--- config.mk ---
export PLATFORM = sky130hd
export DESIGN_NAME = percent_escape_decoder_flat
export DESIGN_NICKNAME = d
export VERILOG_FILES = /design/src/rtl/core/ped_pkg.sv /design/src/rtl/core/ped_if.sv /design/src/rtl/core/percent_escape_decoder.sv /design/src/rtl/core/ped_csr.sv /design/src/rtl/core/ped_decode.sv /design/src/rtl/core/ped_out_buf.sv /design/src/flat_wrapper.sv
export SDC_FILE = /design/constraint.sdc
export NUM_CORES = 1
export LEC_CHECK = 0
export BUFFER_PORTS_ARGS = -buffer_cell sky130_fd_sc_hd__buf_4
export CAP_MARGIN = 20
export CORE_ASPECT_RATIO = 2
export CORE_MARGIN = 2
export CORE_UTILIZATION = 50
export CTS_CLUSTER_DIAMETER = 120
export DETAILED_ROUTE_END_ITERATION = 16
export PLACE_DENSITY = 0.8
export RECOVER_POWER = 100
export SLEW_MARGIN = 10
export SYNTH_ARGS = -nofsm -noshare
export SYNTH_HDL_FRONTEND = slang
export SYNTH_HIERARCHICAL = 1
export SYNTH_SLANG_ARGS = --single-unit
--- constraint.sdc ---
create_clock -name clock -period 5.1 [get_ports clock]
set_clock_uncertainty 0.2 [all_clocks]
set_input_delay 0.255 -clock clock [delete_from_list [all_inputs] [get_ports clock]]
set_output_delay 0.255 -clock clock [all_outputs]
set_load 0.03 [all_outputs]
--- src/rtl/core/ped_pkg.sv ---
// Package for the percent-escape decoder: character codes, escape phases,
// the transaction types shared by the core modules, and hex-digit helpers.
// Depends on nothing; every other file of the block but ped_if imports it.
package ped_pkg;

   localparam int CSR_ADDR_WIDTH = 3;
   localparam int CSR_DATA_WIDTH = 32;
   localparam logic [CSR_ADDR_WIDTH-1:0] CSR_ADDR_PLUS_AS_SPACE = 3'h0;

   localparam logic [7:0] CHAR_PERCENT  = 8'h25;
   localparam logic [7:0] CHAR_PLUS     = 8'h2B;
   localparam logic [7:0] CHAR_SPACE    = 8'h20;
   localparam logic [7:0] CHAR_QUESTION = 8'h3F;
   localparam logic [7:0] CHAR_0        = 8'h30;
   localparam logic [7:0] CHAR_9        = 8'h39;
   localparam logic [7:0] CHAR_UC_A     = 8'h41;
   localparam logic [7:0] CHAR_UC_F     = 8'h46;
   localparam logic [7:0] CHAR_LC_A     = 8'h61;
   localparam logic [7:0] CHAR_LC_F     = 8'h66;

   // Letter digits have low nibble 1..6 and stand for 10..15.
   localparam logic [3:0] HEX_LETTER_OFFSET = 4'd9;

   typedef enum logic [1:0] {
      ESC_IDLE  = 2'd0,
      ESC_PCT   = 2'd1,
      ESC_DIGIT = 2'd2
   } esc_phase_type;

   typedef struct packed {
      logic [7:0] data;
      logic       last;
   } result_type;

   // Results of one input item, handed from the decoder to the output buffer.
   typedef struct packed {
      logic [1:0] cnt;
      result_type res0;
      result_type res1;
   } load_type;

   typedef struct packed {
      logic       valid;
      logic [3:0] value;
   } hex_type;

   typedef struct packed {
      logic       is_pct;
      logic [7:0] data;
   } plain_type;

   function automatic hex_type hex_decode(input logic [7:0] c);
      hex_type h;
      h.valid = 1'b1;
      h.value = c[3:0];
      if (c inside {[CHAR_0:CHAR_9]}) begin
         h.value = c[3:0];
      end else if (c inside {[CHAR_UC_A:CHAR_UC_F], [CHAR_LC_A:CHAR_LC_F]}) begin
         h.value = c[3:0] + HEX_LETTER_OFFSET;
      end else begin
         h.valid = 1'b0;
      end
      return h;
   endfunction

   // A character outside an escape: '%' opens one, '+' may become a space.
   function automatic plain_type plain_char(input logic [7:0] c, input logic plus_as_space);
      plain_type p;
      p.is_pct = (c == CHAR_PERCENT);
      p.data   = (plus_as_space && c == CHAR_PLUS) ? CHAR_SPACE : c;
      return p;
   endfunction

endpackage

--- src/rtl/core/ped_if.sv ---
// Stream interfaces of the percent-escape decoder: the request channel that
// carries escaped bytes and the response channel that carries decoded bytes.
// Self-contained; no package needed.
interface ped_req_if;
   logic       valid;
   logic       ready;
   logic [7:0] in_byte;
   logic       in_last;

   modport source (output valid, output in_byte, output in_last, input ready);
   modport sink (input valid, input in_byte, input in_last, output ready);
endinterface

interface ped_rsp_if;
   logic       valid;
   logic       ready;
   logic [7:0] out_byte;
   logic       out_last;

   modport source (output valid, output out_byte, output out_last, input ready);
   modport sink (input valid, input out_byte, input out_last, output ready);
endinterface

--- src/rtl/core/percent_escape_decoder.sv ---
// Top level of the streaming percent-escape (URL) decoder.
// Depends on ped_pkg, ped_if, ped_csr, ped_decode and ped_out_buf.
//
// Usage:
//   req_chan carries one escaped byte per transaction (in_byte, in_last).
//   rsp_chan carries decoded bytes (out_byte, out_last); out_last marks the
//   final decoded byte of a string. A string's last byte always produces at
//   least one result, since an open escape is flushed there.
//   The csr port holds plus_as_space at byte address 0; write it only while
//   the block is idle.
// Timing:
//   A request is held in an input register, decoded combinationally from it
//   and loaded into a two-entry output buffer, whose head slot presents its
//   first result on rsp_chan. One request is taken every cycle while the
//   output buffer has room for its results; a byte that yields two results
//   occupies the response channel for both of them, which is the only source
//   of backpressure besides rsp_chan.ready.
//   When the receiver stalls, results wait in the output buffer and the input
//   register holds one more request before req_chan.ready drops.
// Reset:
//   Synchronous reset empties both stages, leaves the escape state outside an
//   escape and clears plus_as_space.
module percent_escape_decoder
   import ped_pkg::*;
(
   input  logic                      clock,
   input  logic                      reset,
   ped_req_if.sink                   req_chan,
   ped_rsp_if.source                 rsp_chan,
   input  logic                      csr_psel,
   input  logic                      csr_penable,
   input  logic                      csr_pwrite,
   input  logic [CSR_ADDR_WIDTH-1:0] csr_paddr,
   input  logic [CSR_DATA_WIDTH-1:0] csr_pwdata,
   output logic [CSR_DATA_WIDTH-1:0] csr_prdata,
   output logic                      csr_pready
);

   logic          plus_as_space;
   logic          in_valid_ff;
   logic          in_valid_in;
   logic [7:0]    in_byte_ff;
   logic [7:0]    in_byte_in;
   logic          in_last_ff;
   logic          in_last_in;
   esc_phase_type phase_ff;
   esc_phase_type phase_in;
   logic [3:0]    nibble_ff;
   logic [3:0]    nibble_in;
   esc_phase_type phase_next;
   logic [3:0]    nibble_next;
   load_type      load;
   logic          room;
   logic          advance;
   logic          take;

   ped_csr u_csr (
      .clock         (clock),
      .reset         (reset),
      .csr_psel      (csr_psel),
      .csr_penable   (csr_penable),
      .csr_pwrite    (csr_pwrite),
      .csr_paddr     (csr_paddr),
      .csr_pwdata    (csr_pwdata),
      .csr_prdata    (csr_prdata),
      .csr_pready    (csr_pready),
      .plus_as_space (plus_as_space)
   );

   ped_decode u_decode (
      .in_byte       (in_byte_ff),
      .in_last       (in_last_ff),
      .plus_as_space (plus_as_space),
      .phase         (phase_ff),
      .nibble        (nibble_ff),
      .load          (load),
      .phase_next    (phase_next),
      .nibble_next   (nibble_next)
   );

   ped_out_buf u_out_buf (
      .clock    (clock),
      .reset    (reset),
      .load_en  (advance),
      .load     (load),
      .room     (room),
      .rsp_chan (rsp_chan)
   );

   // A byte without results never waits for space in the output buffer.
   assign advance        = in_valid_ff && (load.cnt == 2'd0 || room);
   assign req_chan.ready = !in_valid_ff || advance;
   assign take           = req_chan.valid && req_chan.ready;

   always_comb begin
      in_valid_in = in_valid_ff;
      in_byte_in  = in_byte_ff;
      in_last_in  = in_last_ff;
      phase_in    = phase_ff;
      nibble_in   = nibble_ff;
      if (advance) begin
         in_valid_in = 1'b0;
         phase_in    = phase_next;
         nibble_in   = nibble_next;
      end
      if (take) begin
         in_valid_in = 1'b1;
         in_byte_in  = req_chan.in_byte;
         in_last_in  = req_chan.in_last;
      end
   end

   always_ff @(posedge clock) begin
      if (reset) begin
         in_valid_ff <= 1'b0;
         phase_ff    <= ESC_IDLE;
         nibble_ff   <= 4'd0;
      end else begin
         in_valid_ff <= in_valid_in;
         phase_ff    <= phase_in;
         nibble_ff   <= nibble_in;
      end
      in_byte_ff <= in_byte_in;
      in_last_ff <= in_last_in;
   end

endmodule

--- src/rtl/core/ped_csr.sv ---
// APB-style register port of the percent-escape decoder; holds plus_as_space.
// Depends on ped_pkg for the address map.
module ped_csr
   import ped_pkg::*;
(
   input  logic                      clock,
   input  logic                      reset,
   input  logic                      csr_psel,
   input  logic                      csr_penable,
   input  logic                      csr_pwrite,
   input  logic [CSR_ADDR_WIDTH-1:0] csr_paddr,
   input  logic [CSR_DATA_WIDTH-1:0] csr_pwdata,
   output logic [CSR_DATA_WIDTH-1:0] csr_prdata,
   output logic                      csr_pready,
   output logic                      plus_as_space
);

   logic plus_ff;
   logic plus_in;
   logic wr_en;
   logic sel_plus;

   assign csr_pready = 1'b1;
   // Byte offsets within a word are ignored; only the word index decodes.
   assign sel_plus   = (csr_paddr[CSR_ADDR_WIDTH-1:2] == CSR_ADDR_PLUS_AS_SPACE[CSR_ADDR_WIDTH-1:2]);
   assign wr_en      = csr_psel && csr_penable && csr_pwrite && csr_pready;
   assign plus_in    = (wr_en && sel_plus) ? csr_pwdata[0] : plus_ff;

   always_ff @(posedge clock) begin
      if (reset) begin
         plus_ff <= 1'b0;
      end else begin
         plus_ff <= plus_in;
      end
   end

   assign csr_prdata    = sel_plus ? {{(CSR_DATA_WIDTH-1){1'b0}}, plus_ff} : '0;
   assign plus_as_space = plus_ff;

endmodule

--- src/rtl/core/ped_decode.sv ---
// Combinational decode of one registered input byte against the escape state:
// yields zero, one or two result bytes and the next escape state.
// Depends on ped_pkg for types, character codes and hex helpers.
module ped_decode
   import ped_pkg::*;
(
   input  logic [7:0]    in_byte,
   input  logic          in_last,
   input  logic          plus_as_space,
   input  esc_phase_type phase,
   input  logic [3:0]    nibble,
   output load_type      load,
   output esc_phase_type phase_next,
   output logic [3:0]    nibble_next
);

   always_comb begin
      hex_type       hex;
      plain_type     plain;
      esc_phase_type ph;
      logic [1:0]    n;
      logic [7:0]    e0;
      logic [7:0]    e1;
      logic          flush;
      logic [7:0]    flush_data;

      hex         = hex_decode(in_byte);
      plain       = plain_char(in_byte, plus_as_space);
      ph          = ESC_IDLE;
      n           = 2'd0;
      e0          = plain.data;
      e1          = plain.data;
      nibble_next = nibble;

      case (phase)
         ESC_PCT: begin
            if (hex.valid) begin
               ph          = ESC_DIGIT;
               nibble_next = hex.value;
            end else begin
               // Broken escape: a question mark, then the byte as plain text unless it opens a new escape.
               e0 = CHAR_QUESTION;
               if (plain.is_pct) begin
                  ph = ESC_PCT;
                  n  = 2'd1;
               end else begin
                  n  = 2'd2;
               end
            end
         end
         ESC_DIGIT: begin
            if (hex.valid) begin
               e0 = {nibble, hex.value};
               n  = 2'd1;
            end else begin
               // Single digit: its value, then the byte as plain text unless it opens a new escape.
               e0 = {4'd0, nibble};
               if (plain.is_pct) begin
                  ph = ESC_PCT;
                  n  = 2'd1;
               end else begin
                  n  = 2'd2;
               end
            end
         end
         default: begin
            if (plain.is_pct) begin
               ph = ESC_PCT;
            end else begin
               n  = 2'd1;
            end
         end
      endcase

      // The last byte of a string flushes an open escape as one more result.
      flush      = in_last && (ph == ESC_PCT || ph == ESC_DIGIT);
      flush_data = (ph == ESC_PCT) ? CHAR_QUESTION : {4'd0, nibble_next};
      if (flush) begin
         if (n == 2'd0) begin
            e0 = flush_data;
         end else begin
            e1 = flush_data;
         end
         n = n + 2'd1;
      end

      phase_next     = in_last ? ESC_IDLE : ph;
      load.cnt       = n;
      load.res0.data = e0;
      load.res0.last = in_last && (n == 2'd1);
      load.res1.data = e1;
      load.res1.last = in_last && (n == 2'd2);
   end

endmodule

--- src/rtl/core/ped_out_buf.sv ---
// Two-entry result buffer of the percent-escape decoder: takes all results of
// one input item at once and presents them one per transaction.
// Depends on ped_pkg for the load and result types and on ped_rsp_if.
module ped_out_buf
   import ped_pkg::*;
(
   input  logic          clock,
   input  logic          reset,
   input  logic          load_en,
   input  load_type      load,
   output logic          room,
   ped_rsp_if.source     rsp_chan
);

   logic [1:0] cnt_ff;
   logic [1:0] cnt_in;
   result_type slot0_ff;
   result_type slot0_in;
   result_type slot1_ff;
   result_type slot1_in;
   logic       pop;

   assign rsp_chan.valid    = (cnt_ff != 2'd0);
   assign rsp_chan.out_byte = slot0_ff.data;
   assign rsp_chan.out_last = slot0_ff.last;

   assign pop  = rsp_chan.valid && rsp_chan.ready;
   // Results of a new item may enter once every held result leaves this cycle.
   assign room = (cnt_ff == 2'd0) || (cnt_ff == 2'd1 && pop);

   always_comb begin
      cnt_in   = cnt_ff;
      slot0_in = slot0_ff;
      slot1_in = slot1_ff;
      if (load_en && load.cnt != 2'd0) begin
         cnt_in   = load.cnt;
         slot0_in = load.res0;
         slot1_in = load.res1;
      end else if (pop) begin
         cnt_in   = cnt_ff - 2'd1;
         slot0_in = slot1_ff;
      end
   end

   always_ff @(posedge clock) begin
      if (reset) begin
         cnt_ff <= 2'd0;
      end else begin
         cnt_ff <= cnt_in;
      end
      slot0_ff <= slot0_in;
      slot1_ff <= slot1_in;
   end

endmodule

--- src/flat_wrapper.sv ---
// flat-port wrapper written by rule: the top's interface ports become plain ports
module percent_escape_decoder_flat import ped_pkg::*;
  (clock, reset, csr_psel, csr_penable, csr_pwrite, csr_paddr, csr_pwdata, csr_prdata, csr_pready, req_chan_valid, req_chan_in_byte, req_chan_in_last, req_chan_ready, rsp_chan_valid, rsp_chan_out_byte, rsp_chan_out_last, rsp_chan_ready);
  ped_req_if req_chan_i ();
  ped_rsp_if rsp_chan_i ();
  input  logic clock;
  input  logic reset;
  input  logic csr_psel;
  input  logic csr_penable;
  input  logic csr_pwrite;
  input  logic [CSR_ADDR_WIDTH-1:0] csr_paddr;
  input  logic [CSR_DATA_WIDTH-1:0] csr_pwdata;
  output logic [CSR_DATA_WIDTH-1:0] csr_prdata;
  output logic csr_pready;
  input wire logic [$bits(req_chan_i.valid)-1:0] req_chan_valid;
  input wire logic [$bits(req_chan_i.in_byte)-1:0] req_chan_in_byte;
  input wire logic [$bits(req_chan_i.in_last)-1:0] req_chan_in_last;
  output wire logic [$bits(req_chan_i.ready)-1:0] req_chan_ready;
  output wire logic [$bits(rsp_chan_i.valid)-1:0] rsp_chan_valid;
  output wire logic [$bits(rsp_chan_i.out_byte)-1:0] rsp_chan_out_byte;
  output wire logic [$bits(rsp_chan_i.out_last)-1:0] rsp_chan_out_last;
  input wire logic [$bits(rsp_chan_i.ready)-1:0] rsp_chan_ready;
  assign req_chan_i.valid = req_chan_valid;
  assign req_chan_i.in_byte = req_chan_in_byte;
  assign req_chan_i.in_last = req_chan_in_last;
  assign req_chan_ready = req_chan_i.ready;
  assign rsp_chan_valid = rsp_chan_i.valid;
  assign rsp_chan_out_byte = rsp_chan_i.out_byte;
  assign rsp_chan_out_last = rsp_chan_i.out_last;
  assign rsp_chan_i.ready = rsp_chan_ready;
  percent_escape_decoder u_core (.clock(clock), .reset(reset), .req_chan(req_chan_i), .rsp_chan(rsp_chan_i), .csr_psel(csr_psel), .csr_penable(csr_penable), .csr_pwrite(csr_pwrite), .csr_paddr(csr_paddr), .csr_pwdata(csr_pwdata), .csr_prdata(csr_prdata), .csr_pready(csr_pready));
endmodule
==> reports/qor.yml <==
run_status:
  status: "finished, final reports clean"
critical_path:
  arrival_ps: 4320
  r2r_start: "u_core/in_byte_ff[7]"
  reg2reg_slack_ps: 440
  crit_type: "flip-flop to primary output"
  worst-endpoint-required_ps: 4640
  crit_path_start: "u_core/in_byte_ff[7]"
  crit_path_start_kind: "flip-flop"
  cp_max_fo: 8
  worstReg2RegEnd: "u_core/u_out_buf/rsp_chan.out_byte[2]"
  reg2regPathDepth: 14
  crit_end: "req_chan_ready"
  critPathCaptureType: "primary output"
sta:
  fin_hold_ws_ps: 16.21
  max_freq_mhz: 209.3
  relSlewSlack_pct: 43.03
  worstMarginPinSlew_ps: 842.7
  fin_tns_setup_ps: 0
  hold_viol: 0
  drv_slew: 0
  finalSetupViolations: 0
  fin_ws_ps: 322.9
  finalCritPeriodShare_pct: 93.67
  period_needed_ps: 4777
  rsz0062_at_grt: "false"
drt:
  drt-initial-drc-count: 83
  top_layer: "met4"
  drc: 0
  route.layer.met1.wl_um: 2089
  viasPerCell: 5.751
  ant_nets: 0
  wl_met3_um: 323
  drt_first_pass_iters: 4
  routed_wl_um: 6204
  wire_per_inst_um: 15.43
  num_vias: 2312
  dr_wl_met2_um: 3407
synthesis:
  synth-seq-area-share_pct: 38.01
  synth.ff_latch_count: 37
  yosys_warnings: 6
  yosysMostFrequentCell: "nand2_1"
  synth-async-reset-ratio_pct: 0
  synth_common_cells: "nand2_1 (43), buf_4 (33), edfxtp_1 (27)"
  syn_inst: 295
  synth.largest_area_cell: "edfxtp_1"
  synth_cell_types: 64
  yosysTopAreaCellShare_pct: 30.48
  synth_edf_count: 27
  synth_area_leaders: "edfxtp_1 (30%), buf_4 (9.3%), dfxtp_1 (7.5%), nand2_1 (6.1%), ha_1 (4.2%)"
  syn_area_mm2: 0.002660
  avgSynthCellArea_um2: 9.017
  synth_flop_cell: "edfxtp_1"
cts:
  clk_pin_slew_ps: 70
  root_buffer: "clkbuf_8"
  htree_levels: 2
  cts_buffers: 5
  cts_tree: "built"
  clock_latency_ps: 300
  max-clock-path-buffers: 2
  cts_sinks: 37
final_layout:
  layout-drive-gt1-share_pct: 13.66
  n_fill_cell: 483
  multi_input_area_mm2: 0.001411
  final_util_pct: 59.26
  syn2layout_area_growth_pct: 14.49
  layout.nets: 403
  finish.instance_area_mm2: 0.003045
  seq_area_mm2: 0.001011
  n_antenna_cell: 0
run:
  cap_violations: 0
floorplan:
  fp.dieW_um: 55.58
  die_h_um: 107.2
  io_pins: 95
  dieArea_mm2: 0.005955
  rows: 37
  start_util_pct: 51.77
  coreArea_mm2: 0.005139
placement:
  place.port_buffers: 29
  place_ws_ps: 347.4
  dpl_cell_area_mm2: 0.002855
  gp_congestion: 0.9538
  dp_hpwl_um: 4656
pwr:
  leakagePower_nw: 1.256
  ir_drop_uv: 265.1
  p_per_area_mw_per_mm2: 343.4
grt:
  antenna_found_initial: 0
  overflow: 0
  track_usage_pct: 22.15
  grt_max_degree: 20
  grt_pass1_vias: 2210
  grt_pass1_wl_um: 10190
min_path:
  min_path_type: "primary input to flip-flop"
## layer usage
layer | vias to the layer above | GRT usage (%)
met1 | 1073 | 20.26
met5 | - | 0
met3 | 30 | 3.619
met4 | 0 | 17.25
met2 | 108 | 41.67
li1 | 1101 | -
## registers in the layout (all words and copies together) (netlist names)
signal,cells
u_core/in_byte_ff,8
u_core/in_last_ff,1
u_core/in_valid_ff,1
u_core/nibble_ff,4
u_core/phase_ff,2
u_core/u_csr/plus_as_space,1
u_core/u_out_buf/cnt_ff,2
u_core/u_out_buf/rsp_chan.out_byte,8
u_core/u_out_buf/rsp_chan.out_last,1
u_core/u_out_buf/slot1_ff,9
## placed cells by master (no fill, tap or decap), drive strengths merged, types with 6 or more instances in the layout
| cell type | netlist | routed |
|---|---|---|
| a21oi | 16 | 16 |
| and2 | 7 | 7 |
| buf | 34 | 20 |
| clkbuf | 8 | 28 |
| conb | 2 | 32 |
| dfxtp | 10 | 10 |
| dlygate4sd3 | 0 | 10 |
| edfxtp | 27 | 27 |
| ha | 9 | 9 |
| inv | 17 | 17 |
| mux2i | 8 | 8 |
| nand2 | 43 | 43 |
| nand2b | 17 | 17 |
| nor2 | 14 | 14 |
| nor3 | 6 | 6 |
| o21ai | 9 | 9 |
## how the worst min path moves through the flow
| stage | start | endpoint | slack [ps] | depth (start not counted) |
|---|---|---|---|---|
| 5_1_grt | reset | u_core/in_valid_ff | 60 | 2 |
| 4_1_cts | csr_pwdata[0] | u_core/u_csr/plus_as_space | 6 | 3 |
| 6_report | csr_pwdata[0] | u_core/u_csr/plus_as_space | 20 | 3 |
| 3_3_place_gp | req_chan_in_byte[0] | u_core/in_byte_ff[0] | 230 | 1 |
| 3_5_place_dp | req_chan_in_byte[5] | u_core/in_byte_ff[5] | 230 | 1 |
| 2_1_floorplan | reset | u_core/u_out_buf/cnt_ff[1] | 130 | 1 |
## power breakdown
part	leakage [nW]	switching [mW]	internal [mW]	total (mW)
clock	0.0543	0.112	0.146	0.258
combinational	0.863	0.250	0.111	0.361
sequential	0.339	0.0228	0.404	0.427
total	1.26	0.385	0.661	1.05
## what timing repair did
item | 4_1_cts | 5_1_grt
endpoints found under the setup margin | 0 | 29
setup buffers | 0 | 4
gates resized for setup | 0 | 1
hold buffers | 10 | 0
endpoints found under the hold margin | 10 | 0
## kinds of logic (layout without fill, tap and decap cells)
logic type,count (synthesis),in the layout,synth area share (%)
other,2,32,0.2823
flip-flops,37,37,38.01
XOR/XNOR,1,1,0.3293
AO/OA/AOI/OAI,66,66,18.91
AND/OR/NAND/NOR,113,113,22.20
adder cells (fa/ha/maj),9,9,4.233
buffers and inverters,59,78,13.03
multiplexers,8,8,3.010
## final cells by class
class	count	area share, %
tap	58	2.383
sequential	37	33.20
clock buffer	5	2.260
multi-input combinational	229	46.34
clock inverter	3	1.520
inverter	17	2.095
timing repair buffer	53	12.20
## metrics by stage
step,instances,power (mW)
after floorplan,325,0.7209
after global placement,380,0.8133
after detailed placement,380,0.8215
after CTS,398,1.091
after global routing,402,1.104
final,402,1.046
## worst max-delay path: stages (launching register included)
cell and delay, ps:
edfxtp_1 490, or4b_4 620, a311o_1 410, a21oi_2 340, nand2_1 160, ha_1 310, nor2b_1 310, nor2_1 90
a2111oi_2 350, nand3_1 240, nor2_1 180, or3b_1 180, clkbuf_1 330
Power figures use the tool's default switching activity.
